$ cat src/btsp_pkg.sv
`default_nettype none

package btsp_pkg;

    localparam int DEF_MAX_WIDTH  = 1024;
    localparam int DEF_MAX_HEIGHT = 1024;

    localparam int COORD_W   = 10;
    localparam int CFG_W     = 11;
    localparam int CFG_IDX_W = 2;
    localparam int S_TDATA_W = 8;
    localparam int M_TDATA_W = 24;

    localparam int FIFO_DEPTH = 8;
    localparam int FIFO_PTR_W = $clog2(FIFO_DEPTH);
    localparam int FIFO_LVL_W = $clog2(FIFO_DEPTH + 1);

    typedef struct packed {
        logic               pix;
        logic               edge_pix;
        logic [COORD_W-1:0] row_a;
        logic [COORD_W-1:0] col_a;
        logic [COORD_W-1:0] row_b;
        logic [COORD_W-1:0] col_b;
        logic               has_a;
        logic               has_b;
        logic               a_is_edge;
        logic               a_decide;
        logic               frame_end;
    } t_s1_info;

    typedef struct packed {
        logic [COORD_W-1:0] row;
        logic [COORD_W-1:0] col;
        logic               pixel;
        logic               removed;
        logic               run_end;
        logic               frame_end;
    } t_result;

    typedef struct packed {
        logic    valid_a;
        logic    valid_b;
        t_result res_a;
        t_result res_b;
    } t_push;

endpackage

`default_nettype wire

$ cat src/btsp_line_mem.sv
`default_nettype none

module btsp_line_mem #(
    parameter int DEPTH = 1024,
    parameter int AW    = 10
) (
    input  wire logic          i_clk,
    input  wire logic          i_rd_en,
    input  wire logic [AW-1:0] i_rd_addr,
    input  wire logic          i_wr_en,
    input  wire logic [AW-1:0] i_wr_addr,
    input  wire logic [1:0]    i_wr_data,
    output logic [1:0]         o_rdata
);

    logic [1:0] r_mem [DEPTH];
    logic [1:0] r_rdata;

    always_ff @(posedge i_clk) begin
        if (i_wr_en) begin
            r_mem[i_wr_addr] <= i_wr_data;
        end
        if (i_rd_en) begin
            r_rdata <= r_mem[i_rd_addr];
        end
    end

    assign o_rdata = r_rdata;

endmodule

`default_nettype wire

$ cat src/btsp_window.sv
`default_nettype none

module btsp_window (
    input  wire logic              i_clk,
    input  wire logic              i_rst_n,
    input  wire logic              i_valid,
    input  wire btsp_pkg::t_s1_info i_info,
    input  wire logic [1:0]        i_rdata,
    input  wire logic              i_subpass,
    output btsp_pkg::t_push        o_push
);

    import btsp_pkg::*;

    logic [8:0] r_window;
    logic [8:0] n_window;
    logic [2:0] w_newcol;
    logic       p2, p3, p4, p5, p6, p7, p8, p9, ctr;
    logic [3:0] w_trans;
    logic [3:0] w_count;
    logic       w_m1, w_m2;
    logic       w_remove;
    logic       w_pv;

    assign w_newcol = {i_info.pix, i_rdata[1], i_rdata[0]};
    assign n_window = {w_newcol, r_window[8:3]};

    always_ff @(posedge i_clk) begin
        if (!i_rst_n) begin
            r_window <= '0;
        end else if (i_valid) begin
            r_window <= n_window;
        end
    end

    assign p9  = n_window[0];
    assign p8  = n_window[1];
    assign p7  = n_window[2];
    assign p2  = n_window[3];
    assign ctr = n_window[4];
    assign p6  = n_window[5];
    assign p3  = n_window[6];
    assign p4  = n_window[7];
    assign p5  = n_window[8];

    assign w_trans = {3'b000, ~p2 & p3} + {3'b000, ~p3 & p4} + {3'b000, ~p4 & p5}
                   + {3'b000, ~p5 & p6} + {3'b000, ~p6 & p7} + {3'b000, ~p7 & p8}
                   + {3'b000, ~p8 & p9} + {3'b000, ~p9 & p2};
    assign w_count = {3'b000, p2} + {3'b000, p3} + {3'b000, p4} + {3'b000, p5}
                   + {3'b000, p6} + {3'b000, p7} + {3'b000, p8} + {3'b000, p9};

    assign w_m1 = i_subpass ? (p2 & p4 & p8) : (p2 & p4 & p6);
    assign w_m2 = i_subpass ? (p2 & p6 & p8) : (p4 & p6 & p8);

    assign w_remove = i_info.a_decide & ctr & (w_trans == 4'd1)
                    & (w_count >= 4'd2) & (w_count <= 4'd6) & ~w_m1 & ~w_m2;
    assign w_pv = ctr & ~w_remove;

    always_comb begin
        o_push.valid_a           = i_valid & i_info.has_a;
        o_push.valid_b           = i_valid & i_info.has_b;
        o_push.res_a.row         = i_info.row_a;
        o_push.res_a.col         = i_info.col_a;
        o_push.res_a.pixel       = i_info.a_is_edge ? i_info.edge_pix : w_pv;
        o_push.res_a.removed     = ~i_info.a_is_edge & w_remove;
        o_push.res_a.run_end     = ~i_info.has_b;
        o_push.res_a.frame_end   = 1'b0;
        o_push.res_b.row         = i_info.row_b;
        o_push.res_b.col         = i_info.col_b;
        o_push.res_b.pixel       = i_info.pix;
        o_push.res_b.removed     = 1'b0;
        o_push.res_b.run_end     = 1'b1;
        o_push.res_b.frame_end   = i_info.frame_end;
    end

endmodule

`default_nettype wire

$ cat src/btsp_out_fifo.sv
`default_nettype none

module btsp_out_fifo (
    input  wire logic                           i_clk,
    input  wire logic                           i_rst_n,
    input  wire btsp_pkg::t_push                i_push,
    input  wire logic                           i_pop,
    output btsp_pkg::t_result                   o_head,
    output logic                                o_valid,
    output logic [btsp_pkg::FIFO_LVL_W-1:0]     o_level
);

    import btsp_pkg::*;

    t_result                r_buf [FIFO_DEPTH];
    logic [FIFO_PTR_W-1:0]  r_wptr;
    logic [FIFO_PTR_W-1:0]  r_rptr;
    logic [FIFO_LVL_W-1:0]  r_level;
    logic [FIFO_PTR_W-1:0]  w_wptr_p1;
    logic [FIFO_LVL_W-1:0]  w_npush;
    t_result                w_first;
    logic                   w_pop;

    assign w_wptr_p1 = r_wptr + 1'b1;
    assign w_npush   = {{(FIFO_LVL_W-1){1'b0}}, i_push.valid_a}
                     + {{(FIFO_LVL_W-1){1'b0}}, i_push.valid_b};
    assign w_first   = i_push.valid_a ? i_push.res_a : i_push.res_b;
    assign w_pop     = i_pop & (r_level != '0);

    always_ff @(posedge i_clk) begin
        if (i_push.valid_a | i_push.valid_b) begin
            r_buf[r_wptr] <= w_first;
        end
        if (i_push.valid_a & i_push.valid_b) begin
            r_buf[w_wptr_p1] <= i_push.res_b;
        end
    end

    always_ff @(posedge i_clk) begin
        if (!i_rst_n) begin
            r_wptr  <= '0;
            r_rptr  <= '0;
            r_level <= '0;
        end else begin
            r_wptr  <= r_wptr + w_npush[FIFO_PTR_W-1:0];
            r_level <= r_level + w_npush - {{(FIFO_LVL_W-1){1'b0}}, w_pop};
            if (w_pop) begin
                r_rptr <= r_rptr + 1'b1;
            end
        end
    end

    assign o_head  = r_buf[r_rptr];
    assign o_valid = (r_level != '0);
    assign o_level = r_level;

endmodule

`default_nettype wire

$ cat src/binary_thinning_subpass_core.sv
`default_nettype none

// Channel   Direction  Ports               Word contents (lowest bit up)
// s_axis    in         tvalid/tready/tdata  tdata: pixel_in, zero pad to 8 bits
// m_axis    out        tvalid/tready/tdata  tdata: out_row, out_col, pixel_out, run_end
//                      tuser/tlast          tuser: removed; tlast: frame_end
// cfg       in         we/index/data        0 frame_width, 1 frame_height, 2 subpass
//
// One pixel is taken per cycle unless input stalls; the line store is read on acceptance
// and written back in the following cycle, when the results are also queued.
// Rows that return two results (the last row) drain at one word per cycle while the
// output is ready, so input is then held back by the output port.
// Reset is synchronous; the line store needs no clearing since every entry used by
// a decision is written earlier in the same frame. Input stalls when the output
// queue could not hold the results of the pixels in flight.

module binary_thinning_subpass_core #(
    parameter int MAX_WIDTH  = btsp_pkg::DEF_MAX_WIDTH,
    parameter int MAX_HEIGHT = btsp_pkg::DEF_MAX_HEIGHT
) (
    input  wire logic                            i_clk,
    input  wire logic                            i_rst_n,
    input  wire logic                            i_s_axis_tvalid,
    output logic                                 o_s_axis_tready,
    input  wire logic [btsp_pkg::S_TDATA_W-1:0]  i_s_axis_tdata,  // pixel_in
    output logic                                 o_m_axis_tvalid,
    input  wire logic                            i_m_axis_tready,
    // out_row, out_col, pixel_out, run_end
    output logic [btsp_pkg::M_TDATA_W-1:0]       o_m_axis_tdata,
    output logic                                 o_m_axis_tuser,  // removed
    output logic                                 o_m_axis_tlast,
    input  wire logic                            i_cfg_we,
    input  wire logic [btsp_pkg::CFG_IDX_W-1:0]  i_cfg_index,
    input  wire logic [btsp_pkg::CFG_W-1:0]      i_cfg_data
);

    import btsp_pkg::*;

    localparam int CW = $clog2(MAX_WIDTH);
    localparam int RW = $clog2(MAX_HEIGHT);

    localparam logic [CFG_IDX_W-1:0] CFG_FRAME_WIDTH  = 2'd0;
    localparam logic [CFG_IDX_W-1:0] CFG_FRAME_HEIGHT = 2'd1;
    localparam logic [CFG_IDX_W-1:0] CFG_SUBPASS      = 2'd2;

    function automatic logic [31:0] clamp_m1(input logic [CFG_W-1:0] v, input int hi);
        logic [31:0] t;
        t = 32'(v);
        if (t < 32'd3) begin
            t = 32'd3;
        end else if (t > 32'(hi)) begin
            t = 32'(hi);
        end
        return t - 32'd1;
    endfunction

    logic [CFG_W-1:0]      r_frame_width;
    logic [CFG_W-1:0]      r_frame_height;
    logic                  r_subpass;
    logic [CW-1:0]         r_col;
    logic [RW-1:0]         r_row;
    logic                  r_prev_pix;
    logic                  r_s1_valid;
    logic [CW-1:0]         r_s1_addr;
    t_s1_info              r_s1_info;
    t_s1_info              n_s1_info;

    logic [31:0]           w_w_m1_32;
    logic [31:0]           w_h_m1_32;
    logic [CW-1:0]         w_w_m1;
    logic [RW-1:0]         w_h_m1;
    logic [31:0]           w_row32;
    logic [31:0]           w_col32;
    logic [31:0]           w_row_dec;
    logic [31:0]           w_col_dec;
    logic                  w_last_row;
    logic                  w_last_col;
    logic                  w_accept;
    logic                  w_pix;
    logic [1:0]            w_rdata;
    t_push                 w_push;
    t_result               w_head;
    logic                  w_out_valid;
    logic [FIFO_LVL_W-1:0] w_level;
    logic [FIFO_LVL_W:0]   w_reserve;
    logic                  w_size_write;

    assign w_w_m1_32 = clamp_m1(r_frame_width, MAX_WIDTH);
    assign w_h_m1_32 = clamp_m1(r_frame_height, MAX_HEIGHT);
    assign w_w_m1    = w_w_m1_32[CW-1:0];
    assign w_h_m1    = w_h_m1_32[RW-1:0];

    assign w_row32    = 32'(r_row);
    assign w_col32    = 32'(r_col);
    assign w_row_dec  = w_row32 - 32'd1;
    assign w_col_dec  = w_col32 - 32'd1;
    assign w_last_row = (r_row >= w_h_m1);
    assign w_last_col = (r_col >= w_w_m1);
    assign w_pix      = i_s_axis_tdata[0];

    assign w_reserve       = {1'b0, w_level} + (r_s1_valid ? (FIFO_LVL_W+1)'(2) : '0);
    assign o_s_axis_tready = (w_reserve <= (FIFO_LVL_W+1)'(FIFO_DEPTH - 2));
    assign w_accept        = i_s_axis_tvalid & o_s_axis_tready;

    assign w_size_write = i_cfg_we
                       & ((i_cfg_index == CFG_FRAME_WIDTH) | (i_cfg_index == CFG_FRAME_HEIGHT));

    always_ff @(posedge i_clk) begin
        if (!i_rst_n) begin
            r_frame_width  <= 11'd1024;
            r_frame_height <= 11'd1024;
            r_subpass      <= 1'b0;
        end else if (i_cfg_we) begin
            unique case (i_cfg_index)
                CFG_FRAME_WIDTH: begin
                    r_frame_width <= i_cfg_data;
                end
                CFG_FRAME_HEIGHT: begin
                    r_frame_height <= i_cfg_data;
                end
                CFG_SUBPASS: begin
                    r_subpass <= i_cfg_data[0];
                end
                default: begin
                end
            endcase
        end
    end

    always_ff @(posedge i_clk) begin
        if (!i_rst_n) begin
            r_col      <= '0;
            r_row      <= '0;
            r_s1_valid <= 1'b0;
        end else begin
            r_s1_valid <= w_accept;
            if (w_size_write) begin
                r_col <= '0;
                r_row <= '0;
            end else if (w_accept) begin
                if (w_last_col) begin
                    r_col <= '0;
                    r_row <= w_last_row ? '0 : r_row + 1'b1;
                end else begin
                    r_col <= r_col + 1'b1;
                end
            end
        end
    end

    always_comb begin
        n_s1_info.pix       = w_pix;
        n_s1_info.edge_pix  = r_prev_pix;
        n_s1_info.row_a     = w_row_dec[COORD_W-1:0];
        n_s1_info.col_a     = (r_col == '0) ? w_w_m1_32[COORD_W-1:0] : w_col_dec[COORD_W-1:0];
        n_s1_info.row_b     = w_row32[COORD_W-1:0];
        n_s1_info.col_b     = w_col32[COORD_W-1:0];
        n_s1_info.has_a     = (w_row32 >= 32'd2);
        n_s1_info.has_b     = (r_row == '0) | w_last_row;
        n_s1_info.a_is_edge = (r_col == '0);
        n_s1_info.a_decide  = (w_col32 >= 32'd2);
        n_s1_info.frame_end = w_last_row & w_last_col;
    end

    always_ff @(posedge i_clk) begin
        if (w_accept) begin
            r_prev_pix <= w_pix;
            r_s1_addr  <= r_col;
            r_s1_info  <= n_s1_info;
        end
    end

    btsp_line_mem #(
        .DEPTH (MAX_WIDTH),
        .AW    (CW)
    ) u_line_mem (
        .i_clk     (i_clk),
        .i_rd_en   (w_accept),
        .i_rd_addr (r_col),
        .i_wr_en   (r_s1_valid),
        .i_wr_addr (r_s1_addr),
        .i_wr_data ({r_s1_info.pix, w_rdata[1]}),
        .o_rdata   (w_rdata)
    );

    btsp_window u_window (
        .i_clk     (i_clk),
        .i_rst_n   (i_rst_n),
        .i_valid   (r_s1_valid),
        .i_info    (r_s1_info),
        .i_rdata   (w_rdata),
        .i_subpass (r_subpass),
        .o_push    (w_push)
    );

    btsp_out_fifo u_out_fifo (
        .i_clk   (i_clk),
        .i_rst_n (i_rst_n),
        .i_push  (w_push),
        .i_pop   (i_m_axis_tready),
        .o_head  (w_head),
        .o_valid (w_out_valid),
        .o_level (w_level)
    );

    assign o_m_axis_tvalid = w_out_valid;
    assign o_m_axis_tdata  = {2'b00, w_head.run_end, w_head.pixel, w_head.col, w_head.row};
    assign o_m_axis_tuser  = w_head.removed;
    assign o_m_axis_tlast  = w_head.frame_end;

    a_no_same_entry: assert property (@(posedge i_clk) disable iff (!i_rst_n)
        (w_accept && r_s1_valid) |-> (r_col != r_s1_addr))
        else $error("line store read and write hit the same entry");

    a_queue_bound: assert property (@(posedge i_clk) disable iff (!i_rst_n)
        w_level <= FIFO_LVL_W'(FIFO_DEPTH))
        else $error("output queue overflow");

    a_size_restart: assert property (@(posedge i_clk) disable iff (!i_rst_n)
        w_size_write |=> (r_col == '0) && (r_row == '0))
        else $error("frame did not restart after a size write");

    a_last_is_run_end: assert property (@(posedge i_clk) disable iff (!i_rst_n)
        (o_m_axis_tvalid && o_m_axis_tlast) |-> o_m_axis_tdata[21])
        else $error("frame end word without run end");

endmodule

`default_nettype wire

$ cat config.mk
export PLATFORM = sky130hd
export DESIGN_NAME = binary_thinning_subpass_core
export DESIGN_NICKNAME = d
export VERILOG_FILES = /design/src/btsp_pkg.sv /design/src/btsp_line_mem.sv /design/src/btsp_window.sv /design/src/btsp_out_fifo.sv /design/src/binary_thinning_subpass_core.sv
export SDC_FILE = /design/constraint.sdc
export NUM_CORES = 2
export LEC_CHECK = 0
export BUFFER_PORTS_ARGS = -buffer_cell sky130_fd_sc_hd__buf_4
export CAP_MARGIN = 5
export CORE_MARGIN = 4
export CORE_UTILIZATION = 35
export DETAILED_ROUTE_END_ITERATION = 7
export PLACE_DENSITY = 0.59
export SYNTH_ARGS = -nofsm -noshare
export SYNTH_HDL_FRONTEND = slang
export SYNTH_SLANG_ARGS = --single-unit
$ cat constraint.sdc
create_clock -name i_clk -period 21.7 [get_ports i_clk]
set_input_delay 4.34 -clock i_clk [delete_from_list [all_inputs] [get_ports i_clk]]
set_output_delay 4.34 -clock i_clk [all_outputs]
set_load 0.03 [all_outputs]
==> results_dict.tcl <==
set metrics [dict create \
    routed-via-count 53500 \
    hp-start "u_out_fifo.r_rptr[1]$_SDFFE_PN0P_" \
    initial_core_util_pct 35.2 \
    syn-instance-count 5902 \
    ys_warn_count 0 \
    outcome "finished, final reports clean" \
    fill_cells 25400 \
    vias_per_cell 5.50 \
    wl_met1_mm 108 \
    clockBufferDepth 4 \
    clkLatencyLatePin_ns 0.91 \
    required_ns 17.36 \
    hold_path.class "register to register" \
    synthSimpleGateAreaFrac_pct 6.85 \
    fin_setup_tns_ns 0 \
    ios 54 \
    synthAdderAreaFrac_pct 0.826 \
    yosysSeqAreaShare_pct 70.9 \
    rr_endpoint "u_line_mem.o_rdata[0]$_DFFE_PP_" \
    avgSynthCellArea_um2 16.7 \
    hold_path_depth 2 \
    area_growth_pct 12.1 \
    finClkSkew_ns 0.100 \
    synth_seq_cells 2352 \
    drt-initial-drc-count 6408 \
    synth_top_family_by_area "multiplexers" \
    antenna_left 0 \
    grt_pass1_wl_mm 381 \
    ir_worst_vdd_uv 68.9 \
    layout-drive-gt1-share_pct 20.2 \
    power_frac_comb_pct 12.2 \
    slew_violations 0 \
    gp_congestion 0.789 \
    rsz0062_at_grt "no" \
    dpl.hpwl_mm 142 \
    p_leak_nw 32.3 \
    die_w_um 538 \
    power_density_nw_per_um2 96.8 \
    maxCapViolations 0 \
    cts_root_buffer "clkbuf_16" \
    fin_area_um2 110000 \
    finalSetupViolCount 0 \
    routed.top_layer "met4" \
    cts_hold_buffers 0 \
    firstDrtPassIters 5 \
    synthTopCellsByArea "edfxtp_1, mux4_2, nor2_1" \
    synth_cell_type_count 73 \
    synthArstFlopShare_pct 0 \
    ff2ff_path_depth 13 \
    postCtsSetupBuffers 0 \
    final.min_clock_period_ns 7.71 \
    slew_headroom_pct 10.5 \
    antenna_found_initial 6 \
    synth_xor_area_share_pct 0.409 \
    wl_met2_mm 128 \
    synthMuxAreaShare_pct 15.1 \
    rrSetupSlack_ns 14.94 \
    core_um2 280000 \
    grt_usage_pct 17.7 \
    dieHeight_um 538 \
    grt_max_degree 255 \
    cts_tree "done" \
    placed_area_um2 103000 \
    seq_power_share_pct 49.4 \
    grt_overflow_total 0 \
    h-tree-depth 4 \
    mappedNetlistArea_um2 98500 \
    regToRegStartpoint "r_col[0]$_SDFFE_PP0P_" \
    cp-start-kind "register" \
    p_switching_mw 2.62 \
    clk_pin_slew_ns 0.06 \
    portBuffers 44 \
    fin_crit_sh_pct 35.5 \
    yosysTopAreaCellShare_pct 69.3 \
    cts_inserted_buffers 235 \
    cp.arrival_ns 3.37 \
    crit_type "register to primary output" \
    drc 0 \
    fp-row-count 194 \
    worst_setup_path_end_kind "primary output" \
    fin_nets 5901 \
    clockPowerShare_pct 38.4 \
    cts_resized 0 \
    die_area_um2 290000 \
    internal-power_mw 8.06 \
    synth_edf_count 2273 \
    synth_area_leader_cell "edfxtp_1" \
    routed-wl-met3_mm 19.6 \
    fmax_mhz 130 \
    netSwitchingFraction_pct 24.5 \
    drt-total-wl_mm 263 \
    grt_pass1_vias 55000 \
    final_util_pct 39.5 \
    cp_max_fo 27 \
    clock_sinks 2352 \
    worstMarginPinSlew_ns 1.34 \
    synthFlopType "edfxtp_1" \
    detail_route.wl_per_cell_um 27.0 \
    hold_violations 0 \
    synth-compound-area-share_pct 3.37 \
]
power by group through the flow:
stage                     Sequential, mW  Clock, mW  Combinational (mW)
after CTS                           5.28       4.16                1.32
after global routing                5.29       4.36                1.40
after floorplan                     5.62          0               0.852
final                               5.28       4.10                1.30
after detailed placement            5.38          0                1.31
after global placement              5.37          0                1.30
per-stage QoR:
step / setup WS [ns] / instances / total power [mW] / hold slack, ns
detailed placement: 14.81 / 9302 / 6.69 / 0.462
global route: 13.80 / 9731 / 11.1 / 0.496
finish: 13.99 / 9734 / 10.7 / 0.463
floorplan: 5.00 / 5903 / 6.47 / 0.435
CTS: 13.89 / 9729 / 10.8 / 0.472
global placement: 14.85 / 9302 / 6.67 / 0.461
registers in the layout, indices dropped and copies added, names as in the netlist, 3 cells and up, named ones only:
| name | count |
|---|---|
| u_out_fifo.r_rptr | 3 |
| r_col | 10 |
| r_row | 10 |
| r_frame_height | 11 |
| r_s1_info | 47 |
| u_out_fifo.r_wptr | 3 |
| u_out_fifo.o_level | 4 |
| u_window.r_window | 6 |
| r_frame_width | 11 |
| u_out_fifo.r_buf | 192 |
| u_line_mem.r_mem | 2048 |
area by class of cell:
type	instances	area [µm²]	area share (%)
diodes	4	10.0	0.00907
clock buffers	280	6120	5.55
clock inverters	147	1540	1.39
inverters	57	214	0.194
multi-input cells	3006	26600	24.1
flip-flops and latches	2352	69900	63.3
well taps	3724	4660	4.22
repair buffers	164	1340	1.21
layout by cell type, fill, tap and decap left out, types with 37 or more instances in the layout:
| master | count |
|---|---|
| a21oi_1 | 60 |
| nor2_1 | 1098 |
| nand2_1 | 299 |
| a22oi_1 | 71 |
| ha_1 | 49 |
| clkbuf_1 | 41 |
| inv_1 | 54 |
| o21ai_0 | 202 |
| clkinv_1 | 55 |
| buf_4 | 156 |
| mux2_2 | 39 |
| edfxtp_1 | 2273 |
| clkbuf_16 | 238 |
| mux4_2 | 596 |
| clkinv_2 | 37 |
| mux2i_1 | 89 |
| dfxtp_1 | 70 |
| nor2b_1 | 45 |
cell families (layout without fill, tap and decap cells):
| logic type | count (synthesis) | in the layout |
|---|---|---|
| AOI/OAI and AO/OA | 518 | 518 |
| xor gates and xnor gates | 46 | 46 |
| adders and majority gates | 59 | 59 |
| buffers and inverters | 545 | 648 |
| DFF | 2352 | 2352 |
| muxes | 727 | 727 |
| other | 1 | 6 |
| and+or+nand+nor | 1654 | 1654 |
worst max path at each step:
stage	slack, ns	from	endpoint
after detailed placement	14.81	r_col[0]$_SDFFE_PP0P_	u_line_mem.o_rdata[0]$_DFFE_PP_
final	13.99	register	o_m_axis_tdata[18]
after floorplan	5.00	u_line_mem.o_rdata[1]$_DFFE_PP_	u_out_fifo.r_buf[6][2]$_SDFFE_PP0P_
after global placement	14.85	register	o_m_axis_tdata[15]
after global routing	13.80	register	o_m_axis_tdata[18]
after CTS	13.89	register	o_m_axis_tdata[15]
cell usage after synthesis, drive strengths merged (7+ instances only):
library cell and count:
a2111oi 9, a211oi 10, a21o 13, a21oi 60, a221oi 32, a22o 30
a22oi 71, and2 18, buf 191, clkbuf 297, dfxtp 79, edfxtp 2273
fa 10, ha 49, inv 56, mux2 39, mux2i 89, mux4 599
nand2 301, nand2b 15, nand3 60, nand4 14, nor2 1103, nor2b 51
nor3 42, nor3b 9, nor4 8, o211ai 7, o21a 9, o21ai 206
o22ai 35, or2 7, or3 9, xnor2 25, xor2 21
worst max-delay path, cell delays in order (launching register included):
cell     delay, ns
dfxtp_4       0.69
buf_4         0.61
mux4_2        0.59
mux2_2        0.36
buf_4         0.20
metal layers:
metal / GRT usage [%] / vias up
met5: 0 / -
met1: 24.2 / 28300
met3: 2.87 / 396
li1: - / 22700
met2: 29.1 / 2156
met4: 5.05 / 0
No activity file was read; power rests on OpenSTA's default activity.
